===== config.mk =====
export PLATFORM = sky130hd
export DESIGN_NAME = wheel_color_with_brightness
export DESIGN_NICKNAME = d
export VERILOG_FILES = /design/src/hdl/wcb_pkg.sv /design/src/hdl/wheel_color_with_brightness.sv
export VERILOG_INCLUDE_DIRS = /design/src /design/src/hdl
export SDC_FILE = /design/constraint.sdc
export NUM_CORES = 2
export LEC_CHECK = 0
export BUFFER_PORTS_ARGS = -buffer_cell sky130_fd_sc_hd__buf_2
export CELL_PAD_IN_SITES_DETAIL_PLACEMENT = 2
export CELL_PAD_IN_SITES_GLOBAL_PLACEMENT = 2
export CORE_MARGIN = 2
export CORE_UTILIZATION = 44
export DETAILED_ROUTE_END_ITERATION = 12
export PLACE_DENSITY_LB_ADDON = 0.1
export SLEW_MARGIN = 20
export SYNTH_ARGS = -nofsm -noshare
export SYNTH_HDL_FRONTEND = slang
export SYNTH_SLANG_ARGS = --single-unit
export TNS_END_PERCENT = 30

===== constraint.sdc =====
create_clock -name clk -period 10.7 [get_ports clk]
set_input_delay 1.605 -clock clk [delete_from_list [all_inputs] [get_ports clk]]
set_output_delay 1.605 -clock clk [all_outputs]
set_load 0.005 [all_outputs]

===== src/hdl/assert_macros.svh =====
// ----------------------------------------------------------------------------
// Assertion macros
// Shared concurrent assertion forms; define NO_ASSERTIONS to compile them out.
// ----------------------------------------------------------------------------
`ifndef ASSERT_MACROS_SVH
`define ASSERT_MACROS_SVH

`ifndef NO_ASSERTIONS

// Same-cycle implication, held off during reset.
`define ASSERT_IMPLY(label, clk, rst, ante, cons, msg) \
  label: assert property (@(posedge clk) disable iff (rst) (ante) |-> (cons)) \
    else $error(msg);

// Next-cycle implication, held off during reset.
`define ASSERT_NEXT(label, clk, rst, ante, cons, msg) \
  label: assert property (@(posedge clk) disable iff (rst) (ante) |=> (cons)) \
    else $error(msg);

`else

`define ASSERT_IMPLY(label, clk, rst, ante, cons, msg)
`define ASSERT_NEXT(label, clk, rst, ante, cons, msg)

`endif

`endif


===== src/hdl/wcb_pkg.sv =====
// ----------------------------------------------------------------------------
// wcb_pkg
// Constants, widths and codes of the color wheel with brightness levels.
// ----------------------------------------------------------------------------
`default_nettype none

package wcb_pkg;

  // Wheel geometry
  localparam int LEVEL_COUNT       = 4;
  localparam int COLORS_PER_LEVEL  = 63;
  localparam int RAMP_SPAN         = 21;
  localparam int MIDDLE_LEVEL      = 2;

  // Field widths
  localparam int COLOR_W   = 8;
  localparam int SEG_W     = 2;
  localparam int CFG_IDX_W = 2;

  localparam logic [COLOR_W-1:0] WHITE_VALUE = 8'd255;

  // Level split: v / C by reciprocal, one correction step
  localparam int HUE_SHIFT = 8;
  localparam int HUE_RECIP = (1 << HUE_SHIFT) / COLORS_PER_LEVEL;
  localparam int B_W       = 7;   // level is at most 254 / 63
  localparam int HP_W      = 16;

  // Ramp slope
  localparam int RAMP_K = 3 * LEVEL_COUNT;

  // Scaling factors and their exact division
  localparam int F_W         = 14;
  localparam int MAG_W       = COLOR_W + F_W;
  localparam int LIGHT_DEN   = LEVEL_COUNT * LEVEL_COUNT;
  localparam int DARK_DEN    = (MIDDLE_LEVEL + 1) * (MIDDLE_LEVEL + 1);
  localparam int RECIP_W     = MAG_W + 1;
  localparam int LIGHT_RECIP = (1 << MAG_W) / LIGHT_DEN;
  localparam int DARK_RECIP  = (1 << MAG_W) / DARK_DEN;
  localparam int PROD_W      = MAG_W + RECIP_W;

  // Register indexes
  localparam logic [CFG_IDX_W-1:0] REG_WHITE_RED   = 2'd0;
  localparam logic [CFG_IDX_W-1:0] REG_WHITE_GREEN = 2'd1;
  localparam logic [CFG_IDX_W-1:0] REG_WHITE_BLUE  = 2'd2;

  // Level treatment
  typedef logic [1:0] mode_t;
  localparam mode_t MODE_KEEP  = 2'd0;
  localparam mode_t MODE_LIGHT = 2'd1;
  localparam mode_t MODE_DARK  = 2'd2;

  typedef logic [COLOR_W-1:0] color_t;

endpackage

`default_nettype wire


===== src/hdl/wheel_color_with_brightness.sv =====
// ----------------------------------------------------------------------------
// wheel_color_with_brightness
// Maps an 8-bit wheel value to an RGB color with brightness levels.
// ----------------------------------------------------------------------------
// Usage: one wheel value enters per clock while in_stall is low, and its color
// leaves through six register stages, the last one being the output register. The
// pipeline is fully streaming: a new item can be taken in every cycle, and
// when the output side stalls, the stall only reaches the input once every
// stage holds an item, so bubbles are squeezed out first. Wheel value 255
// returns the white color held in the three white registers (reset 255).
// Any other value splits into a hue (value mod colors per level) and a level
// (value / colors per level); the hue walks one of three ramps, and the level
// mixes toward white above the middle level or darkens below it. Write the
// white registers only while the pipeline is empty.
// Stages: 1 level estimate, 2 level correction and hue, 3 ramp and level
// factor, 4 scale product, 5 quotient estimate, 6 quotient fix and output.
// ----------------------------------------------------------------------------
`default_nettype none
`include "assert_macros.svh"

module wheel_color_with_brightness
  import wcb_pkg::*;
(
  input  wire logic                 clk,
  input  wire logic                 rst,
  // configuration
  input  wire logic                 cfg_write,
  input  wire logic [CFG_IDX_W-1:0] cfg_index,
  input  wire logic [COLOR_W-1:0]   cfg_data,
  // input channel
  input  wire logic                 in_valid,
  output logic                      in_stall,
  input  wire logic [COLOR_W-1:0]   wheel_code,
  input  wire logic [SEG_W-1:0]     segment_index,
  // output channel
  output logic                      out_valid,
  input  wire logic                 out_stall,
  output logic [COLOR_W-1:0]        red_out,
  output logic [COLOR_W-1:0]        green_out,
  output logic [COLOR_W-1:0]        blue_out,
  output logic [SEG_W-1:0]          segment_out
);

  // --------------------------------------------------------------------------
  // White registers
  // --------------------------------------------------------------------------
  logic [COLOR_W-1:0] white_red;
  logic [COLOR_W-1:0] white_green;
  logic [COLOR_W-1:0] white_blue;
  color_t             white_c [3];

  always_ff @(posedge clk) begin
    if (rst) begin
      white_red   <= WHITE_VALUE;
      white_green <= WHITE_VALUE;
      white_blue  <= WHITE_VALUE;
    end else if (cfg_write) begin
      case (cfg_index)
        REG_WHITE_RED:   white_red   <= cfg_data;
        REG_WHITE_GREEN: white_green <= cfg_data;
        REG_WHITE_BLUE:  white_blue  <= cfg_data;
        default: ;       // drop writes to unused indexes
      endcase
    end
  end

  assign white_c[0] = white_red;
  assign white_c[1] = white_green;
  assign white_c[2] = white_blue;

  // --------------------------------------------------------------------------
  // Stage valids and load enables. A stage loads when it is empty or when
  // the stage after it loads too; the output register loads when the
  // transfer on the output side completes or it is empty.
  // --------------------------------------------------------------------------
  logic s1_valid, s2_valid, s3_valid, s4_valid, s5_valid, s6_valid;
  logic ld1, ld2, ld3, ld4, ld5, ld6;

  assign ld6 = !s6_valid || !out_stall;
  assign ld5 = !s5_valid || ld6;
  assign ld4 = !s4_valid || ld5;
  assign ld3 = !s3_valid || ld4;
  assign ld2 = !s2_valid || ld3;
  assign ld1 = !s1_valid || ld2;

  assign in_stall = !ld1;

  always_ff @(posedge clk) begin
    if (rst) begin
      s1_valid <= 1'b0;
      s2_valid <= 1'b0;
      s3_valid <= 1'b0;
      s4_valid <= 1'b0;
      s5_valid <= 1'b0;
      s6_valid <= 1'b0;
    end else begin
      if (ld1) s1_valid <= in_valid;
      if (ld2) s2_valid <= s1_valid;
      if (ld3) s3_valid <= s2_valid;
      if (ld4) s4_valid <= s3_valid;
      if (ld5) s5_valid <= s4_valid;
      if (ld6) s6_valid <= s5_valid;
    end
  end

  // --------------------------------------------------------------------------
  // Stage 1: level estimate, value * floor(256/C) >> 8. It is either the
  // true quotient or one short of it.
  // --------------------------------------------------------------------------
  logic [HP_W-1:0]    hue_prod;
  logic [COLOR_W-1:0] s1_value;
  logic [SEG_W-1:0]   s1_seg;
  logic [B_W-1:0]     s1_qest;

  assign hue_prod = HP_W'(wheel_code) * HP_W'(HUE_RECIP);

  always_ff @(posedge clk) begin
    if (ld1) begin
      s1_value <= wheel_code;
      s1_seg   <= segment_index;
      s1_qest  <= hue_prod[HUE_SHIFT +: B_W];
    end
  end

  // --------------------------------------------------------------------------
  // Stage 2: fix the level by one compare and subtract, giving hue and level
  // --------------------------------------------------------------------------
  logic [COLOR_W:0]   hue_rem;
  logic               hue_ge;
  logic [COLOR_W-1:0] s2_hue;
  logic [B_W-1:0]     s2_level;
  logic               s2_white;
  logic [SEG_W-1:0]   s2_seg;

  always_comb begin
    hue_rem = {1'b0, s1_value} - (COLOR_W+1)'(s1_qest * COLOR_W'(COLORS_PER_LEVEL));
    hue_ge  = hue_rem >= (COLOR_W+1)'(COLORS_PER_LEVEL);
  end

  always_ff @(posedge clk) begin
    if (ld2) begin
      s2_hue   <= hue_ge ? COLOR_W'(hue_rem - (COLOR_W+1)'(COLORS_PER_LEVEL))
                         : hue_rem[COLOR_W-1:0];
      s2_level <= s1_qest + B_W'(hue_ge);
      s2_white <= (s1_value == WHITE_VALUE);
      s2_seg   <= s1_seg;
    end
  end

  // --------------------------------------------------------------------------
  // Stage 3: hue ramp (at most 240, no wrap) and level factor, b^2 when lightening
  // or (b+1)^2 when darkening
  // --------------------------------------------------------------------------
  color_t         ramp;
  color_t         color_n [3];
  mode_t          mode_n;
  logic [B_W-1:0] level_sel;
  color_t         s3_color [3];
  mode_t          s3_mode;
  logic [F_W-1:0] s3_factor;
  logic [SEG_W-1:0] s3_seg;

  always_comb begin
    if (s2_hue < COLOR_W'(RAMP_SPAN)) begin
      ramp       = s2_hue * COLOR_W'(RAMP_K);
      color_n[0] = ~ramp;
      color_n[1] = ramp;
      color_n[2] = '0;
    end else if (s2_hue < COLOR_W'(2 * RAMP_SPAN)) begin
      ramp       = (s2_hue - COLOR_W'(RAMP_SPAN)) * COLOR_W'(RAMP_K);
      color_n[0] = '0;
      color_n[1] = ~ramp;
      color_n[2] = ramp;
    end else begin
      ramp       = (s2_hue - COLOR_W'(2 * RAMP_SPAN)) * COLOR_W'(RAMP_K);
      color_n[0] = ramp;
      color_n[1] = '0;
      color_n[2] = ~ramp;
    end

    mode_n = MODE_KEEP;
    if (LEVEL_COUNT > 1) begin
      if (s2_level > B_W'(MIDDLE_LEVEL)) begin
        mode_n = MODE_LIGHT;
      end else if (s2_level < B_W'(MIDDLE_LEVEL)) begin
        mode_n = MODE_DARK;
      end
    end

    // White overrides the ramp and skips the level treatment
    if (s2_white) begin
      color_n[0] = white_red;
      color_n[1] = white_green;
      color_n[2] = white_blue;
      mode_n     = MODE_KEEP;
    end

    level_sel = (mode_n == MODE_DARK) ? s2_level + B_W'(1) : s2_level;
  end

  always_ff @(posedge clk) begin
    if (ld3) begin
      for (int i = 0; i < 3; i++) begin
        s3_color[i] <= color_n[i];
      end
      s3_mode   <= mode_n;
      s3_factor <= F_W'(level_sel) * F_W'(level_sel);
      s3_seg    <= s2_seg;
    end
  end

  // --------------------------------------------------------------------------
  // Stage 4: scale product. Lightening takes |c - white| * b^2 with its sign
  // kept apart; darkening takes c * (b+1)^2.
  // --------------------------------------------------------------------------
  color_t           abs_diff [3];
  logic             neg_n    [3];
  color_t           s4_color [3];
  logic [MAG_W-1:0] s4_mag   [3];
  logic             s4_neg   [3];
  mode_t            s4_mode;
  logic [SEG_W-1:0] s4_seg;

  always_comb begin
    for (int i = 0; i < 3; i++) begin
      if (s3_mode == MODE_LIGHT) begin
        neg_n[i]    = s3_color[i] < white_c[i];
        abs_diff[i] = neg_n[i] ? white_c[i] - s3_color[i] : s3_color[i] - white_c[i];
      end else begin
        neg_n[i]    = 1'b0;
        abs_diff[i] = s3_color[i];
      end
    end
  end

  always_ff @(posedge clk) begin
    if (ld4) begin
      for (int i = 0; i < 3; i++) begin
        s4_color[i] <= s3_color[i];
        s4_mag[i]   <= MAG_W'(abs_diff[i]) * MAG_W'(s3_factor);
        s4_neg[i]   <= neg_n[i];
      end
      s4_mode <= s3_mode;
      s4_seg  <= s3_seg;
    end
  end

  // --------------------------------------------------------------------------
  // Stage 5: quotient estimate, mag * floor(2^MAG_W / den) >> MAG_W
  // --------------------------------------------------------------------------
  logic [RECIP_W-1:0] recip;
  logic [PROD_W-1:0]  quot_prod [3];
  color_t             s5_color  [3];
  logic [MAG_W-1:0]   s5_mag    [3];
  logic [MAG_W-1:0]   s5_qest   [3];
  logic               s5_neg    [3];
  mode_t              s5_mode;
  logic [SEG_W-1:0]   s5_seg;

  always_comb begin
    recip = (s4_mode == MODE_LIGHT) ? RECIP_W'(LIGHT_RECIP) : RECIP_W'(DARK_RECIP);
    for (int i = 0; i < 3; i++) begin
      quot_prod[i] = PROD_W'(s4_mag[i]) * PROD_W'(recip);
    end
  end

  always_ff @(posedge clk) begin
    if (ld5) begin
      for (int i = 0; i < 3; i++) begin
        s5_color[i] <= s4_color[i];
        s5_mag[i]   <= s4_mag[i];
        s5_qest[i]  <= quot_prod[i][MAG_W +: MAG_W];
        s5_neg[i]   <= s4_neg[i];
      end
      s5_mode <= s4_mode;
      s5_seg  <= s4_seg;
    end
  end

  // --------------------------------------------------------------------------
  // Stage 6: fix the quotient by one step and form the output color
  // --------------------------------------------------------------------------
  logic [MAG_W-1:0] den;
  logic [MAG_W-1:0] quot_rem [3];
  logic             quot_ge  [3];
  color_t           quot8    [3];
  color_t           result_n [3];
  logic             rem_ok;
  color_t           s6_color [3];
  logic [SEG_W-1:0] s6_seg;

  always_comb begin
    den    = (s5_mode == MODE_LIGHT) ? MAG_W'(LIGHT_DEN) : MAG_W'(DARK_DEN);
    rem_ok = 1'b1;
    for (int i = 0; i < 3; i++) begin
      quot_rem[i] = s5_mag[i] - s5_qest[i] * den;
      quot_ge[i]  = quot_rem[i] >= den;
      quot8[i]    = s5_qest[i][COLOR_W-1:0] + COLOR_W'(quot_ge[i]);
      rem_ok      = rem_ok && (quot_rem[i] < (den << 1));
      case (s5_mode)
        MODE_LIGHT: result_n[i] = s5_neg[i] ? s5_color[i] + quot8[i]
                                            : s5_color[i] - quot8[i];
        MODE_DARK:  result_n[i] = quot8[i];
        default:    result_n[i] = s5_color[i];
      endcase
    end
  end

  always_ff @(posedge clk) begin
    if (ld6) begin
      for (int i = 0; i < 3; i++) begin
        s6_color[i] <= result_n[i];
      end
      s6_seg <= s5_seg;
    end
  end

  assign out_valid   = s6_valid;
  assign red_out     = s6_color[0];
  assign green_out   = s6_color[1];
  assign blue_out    = s6_color[2];
  assign segment_out = s6_seg;

  // --------------------------------------------------------------------------
  // Assertions
  // --------------------------------------------------------------------------
  `ASSERT_NEXT(a_accept_lands, clk, rst, in_valid && !in_stall, s1_valid, "accepted item lost at stage 1")
  `ASSERT_IMPLY(a_stall_full, clk, rst, in_stall, s1_valid && s2_valid && s3_valid && s4_valid && s5_valid && s6_valid && out_stall, "input stalled with a free stage")
  `ASSERT_IMPLY(a_hue_range, clk, rst, s2_valid, s2_hue < COLOR_W'(COLORS_PER_LEVEL), "hue not below colors per level")
  `ASSERT_IMPLY(a_quot_step, clk, rst, s5_valid && s5_mode != MODE_KEEP, rem_ok, "quotient estimate off by more than one")

endmodule

`default_nettype wire

==> summary.txt <==
Cells and area
  – Final Cell Area: 0.0507 mm^2
  – Layout cell share with drive strength beyond 1: 0.0400
  – Syn-to-layout area delta: 7.05%
  – Fin nets: 6,119

Worst setup path
  – CP arrival: 9680 ps
  – CP Capture Type: flop
  – Max FO, Critical Path: 49
  – Reg2Reg Setup Slack: 1330 ps
  – Slowest Stage Delay on Critical Path: 640 ps
  – Crit path required time: 11,010 ps
  – CP max-delay cell: ha_4
  – Setup CP Type: reg2reg
  – CP startpoint kind: flop
  – Most used cell, CP: ha_1

Logic synthesis
  – Post-synth EDFFs: 319
  – Synth warn: 0
  – Share of the synthesized area in the top cell type: 0.236
  – Seq cells post-synth: 349
  – Async set or reset register ratio after synthesis: 0
  – Area leader, netlist: ha_1
  – Cell Area, Synth: 0.0474 mm^2
  – Top FF cell, synth: edfxtp_1
  – Post-synth cell types: 78
  – Post-synthesis average cell area: 10.2 um^2
  – Top post-synthesis cells by count: ha_1 (895), inv_1 (838), fa_1 (529)
  – Synth area leaders: ha_1 (24%), fa_1 (22%), edfxtp_1 (20%)
  – Gate count of the mapped netlist: 4,638
  – Register area share after synthesis: 0.215
  – Count leader, synth: ha_1

Global routing
  – Initial antenna violation count: 2
  – Global-route wire length before repair: 219,000 um
  – GRT overflow: 0
  – Largest net degree at the start of global routing: 90
  – Vias in the first global route: 39,200
  – Total GRT Usage: 0.251

Timing
  – Fin crit period: 9370 ps
  – Post-Route Setup TNS: 0 ps
  – Final setup viols: 0
  – Crit share post-route: 0.876
  – Final Hold Fails: 0
  – Worst slew pin tran: 1130 ps
  – Slew HR: 0.225
  – Count of final max-slew check failures: 0
  – RSZ-0062 raised after global routing: false
  – Setup Skew: 33.0 ps
  – FMAX: 107 MHz

Run
  – Max Cap Viol: 0

Clock network
  – Post-CTS setup repair buffer count: 0
  – CTS tree: yes
  – CTS H-tree lvls: 2
  – Clk root buf: clkbuf_16
  – Hold Buf Count CTS: 0
  – TritonCTS buffer count: 42
  – Clk slew on worst S/H paths: 60 ps
  – CTS Buffer Depth: 3
  – CTS sink count: 349
  – PostCTS Resize Cnt: 0
  – Worst-skew pair later-pin latency: 620 ps

Detailed routing
  – Post-route ant nets: 0
  – Vias: 33,400
  – Post-detailed-routing wire length: 136,000 um
  – 1st-pass router iterations: 5
  – Remaining DRCs: 0
  – Wire per inst: 22.3 um
  – Vias per inst: 5.48
  – Initial detailed-routing violation count: 1,108

Floorplan
  – Core area: 0.107 mm^2
  – Die X: 332 um
  – Top-level port count: 53
  – Die Y: 332 um
  – Die area: 0.110 mm^2
  – Cell row count: 120
  – Initial Utilization: 0.443

Worst hold path
  – Worst hold path type: reg2reg

Placed design
  – Gpl congestion: 0.864
  – Post-DP Area: 0.0493 mm^2
  – PortBufs: 52
  – Dpl hpwl: 115,000 um

Status
  – Run status: completed
-- cells in the final DEF, fill, tap and decap left out, types with 28 or more instances in the layout --
cell,synthesis,layout
a211oi_1,30,30
a21o_1,82,82
a21oi_1,207,206
and2_1,161,161
and3_1,42,42
buf_2,1,52
buf_4,0,28
clkbuf_16,0,43
dfxtp_1,30,30
edfxtp_1,319,319
fa_1,529,529
ha_1,895,892
inv_1,838,837
mux2i_1,57,57
nand2_1,237,235
nand3_1,86,86
nor2_1,171,171
nor2b_1,87,87
nor3_1,51,51
o21ai_0,128,126
o21bai_1,32,32
xnor2_1,153,153
xor2_1,64,64
-- flip-flops by register name (all words and copies together) (netlist names), 24 cells and up --
| register | count |
|---|---|
| s5_mag | 57 |
| s5_qest | 57 |
| s6_color | 24 |
| s5_color | 24 |
| s4_mag | 57 |
| s4_color | 24 |
| s3_color | 24 |
-- worst max-delay path: cells and delay by family, from the launching register on --
| kind | cells | cell delay, ps |
|---|---|---|
| AO/OA/AOI/OAI | 14 | 2770 |
| XOR/XNOR | 1 | 120 |
| multiplexers | 1 | 290 |
| flip-flops | 1 | 390 |
| buffers and inverters | 4 | 640 |
| AND/OR/NAND/NOR | 5 | 1370 |
| adder cells (fa/ha/maj) | 9 | 3470 |
-- cells by family (layout without fill, tap and decap cells) --
group	count (synthesis)	in the layout	synth area share
adders and majority gates	1424	1424	0.460
and+or+nand+nor	944	944	0.101
buffers and inverters	934	994	0.0741
AOI/OAI and AO/OA	700	700	0.0954
DFF	349	349	0.215
xor gates and xnor gates	217	217	0.0401
muxes	69	69	0.0149
other	1	7	0.0000791
-- final timing paths --
path	from	endpoint	cells past startpoint
worst max register to register	s5_mode[1]$_DFFE_PP_	s6_color[0][7]$_DFFE_PP_	34
worst max-delay path	s5_mode[1]$_DFFE_PP_	s6_color[0][7]$_DFFE_PP_	34
worst min register to register	s4_color[0][20]$_DFFE_PP_	s5_color[0][20]$_DFFE_PP_	0
worst min-delay path	s4_color[0][20]$_DFFE_PP_	s5_color[0][20]$_DFFE_PP_	0
-- metrics by stage --
stage                     hold WS (ps)  cells   util  setup WS [ps]
after CTS                          413   6105  0.475           1320
final                              417   6107  0.475           1330
after floorplan                    400   4642      -           2460
after detailed placement           405   6029  0.462           1360
after global placement             401   6029  0.462           1830
after global routing               427   6105  0.475            691
-- per-layer routing --
metal | wire [um] | GRT usage | vias to the layer above
met4 | 3920 | 0.0721 | 0
li1 | - | - | 15600
met5 | 0 | 0 | -
met3 | 3380 | 0.0260 | 176
met2 | 68300 | 0.448 | 364
met1 | 60600 | 0.320 | 17300
-- layout make-up --
cell class,count,area [um^2]
diodes,2,5.00
clock buffers,55,1140
clock inverters,21,248
fillers,11200,56200
inverters,838,3150
multi-input cells,3359,33800
flip-flops and latches,349,10200
well taps,1403,1760
repair buffers,80,470
Power is left out: the tool's default activity adds up to more than one toggle a clock period on the data nets, which glitch-free logic cannot reach.
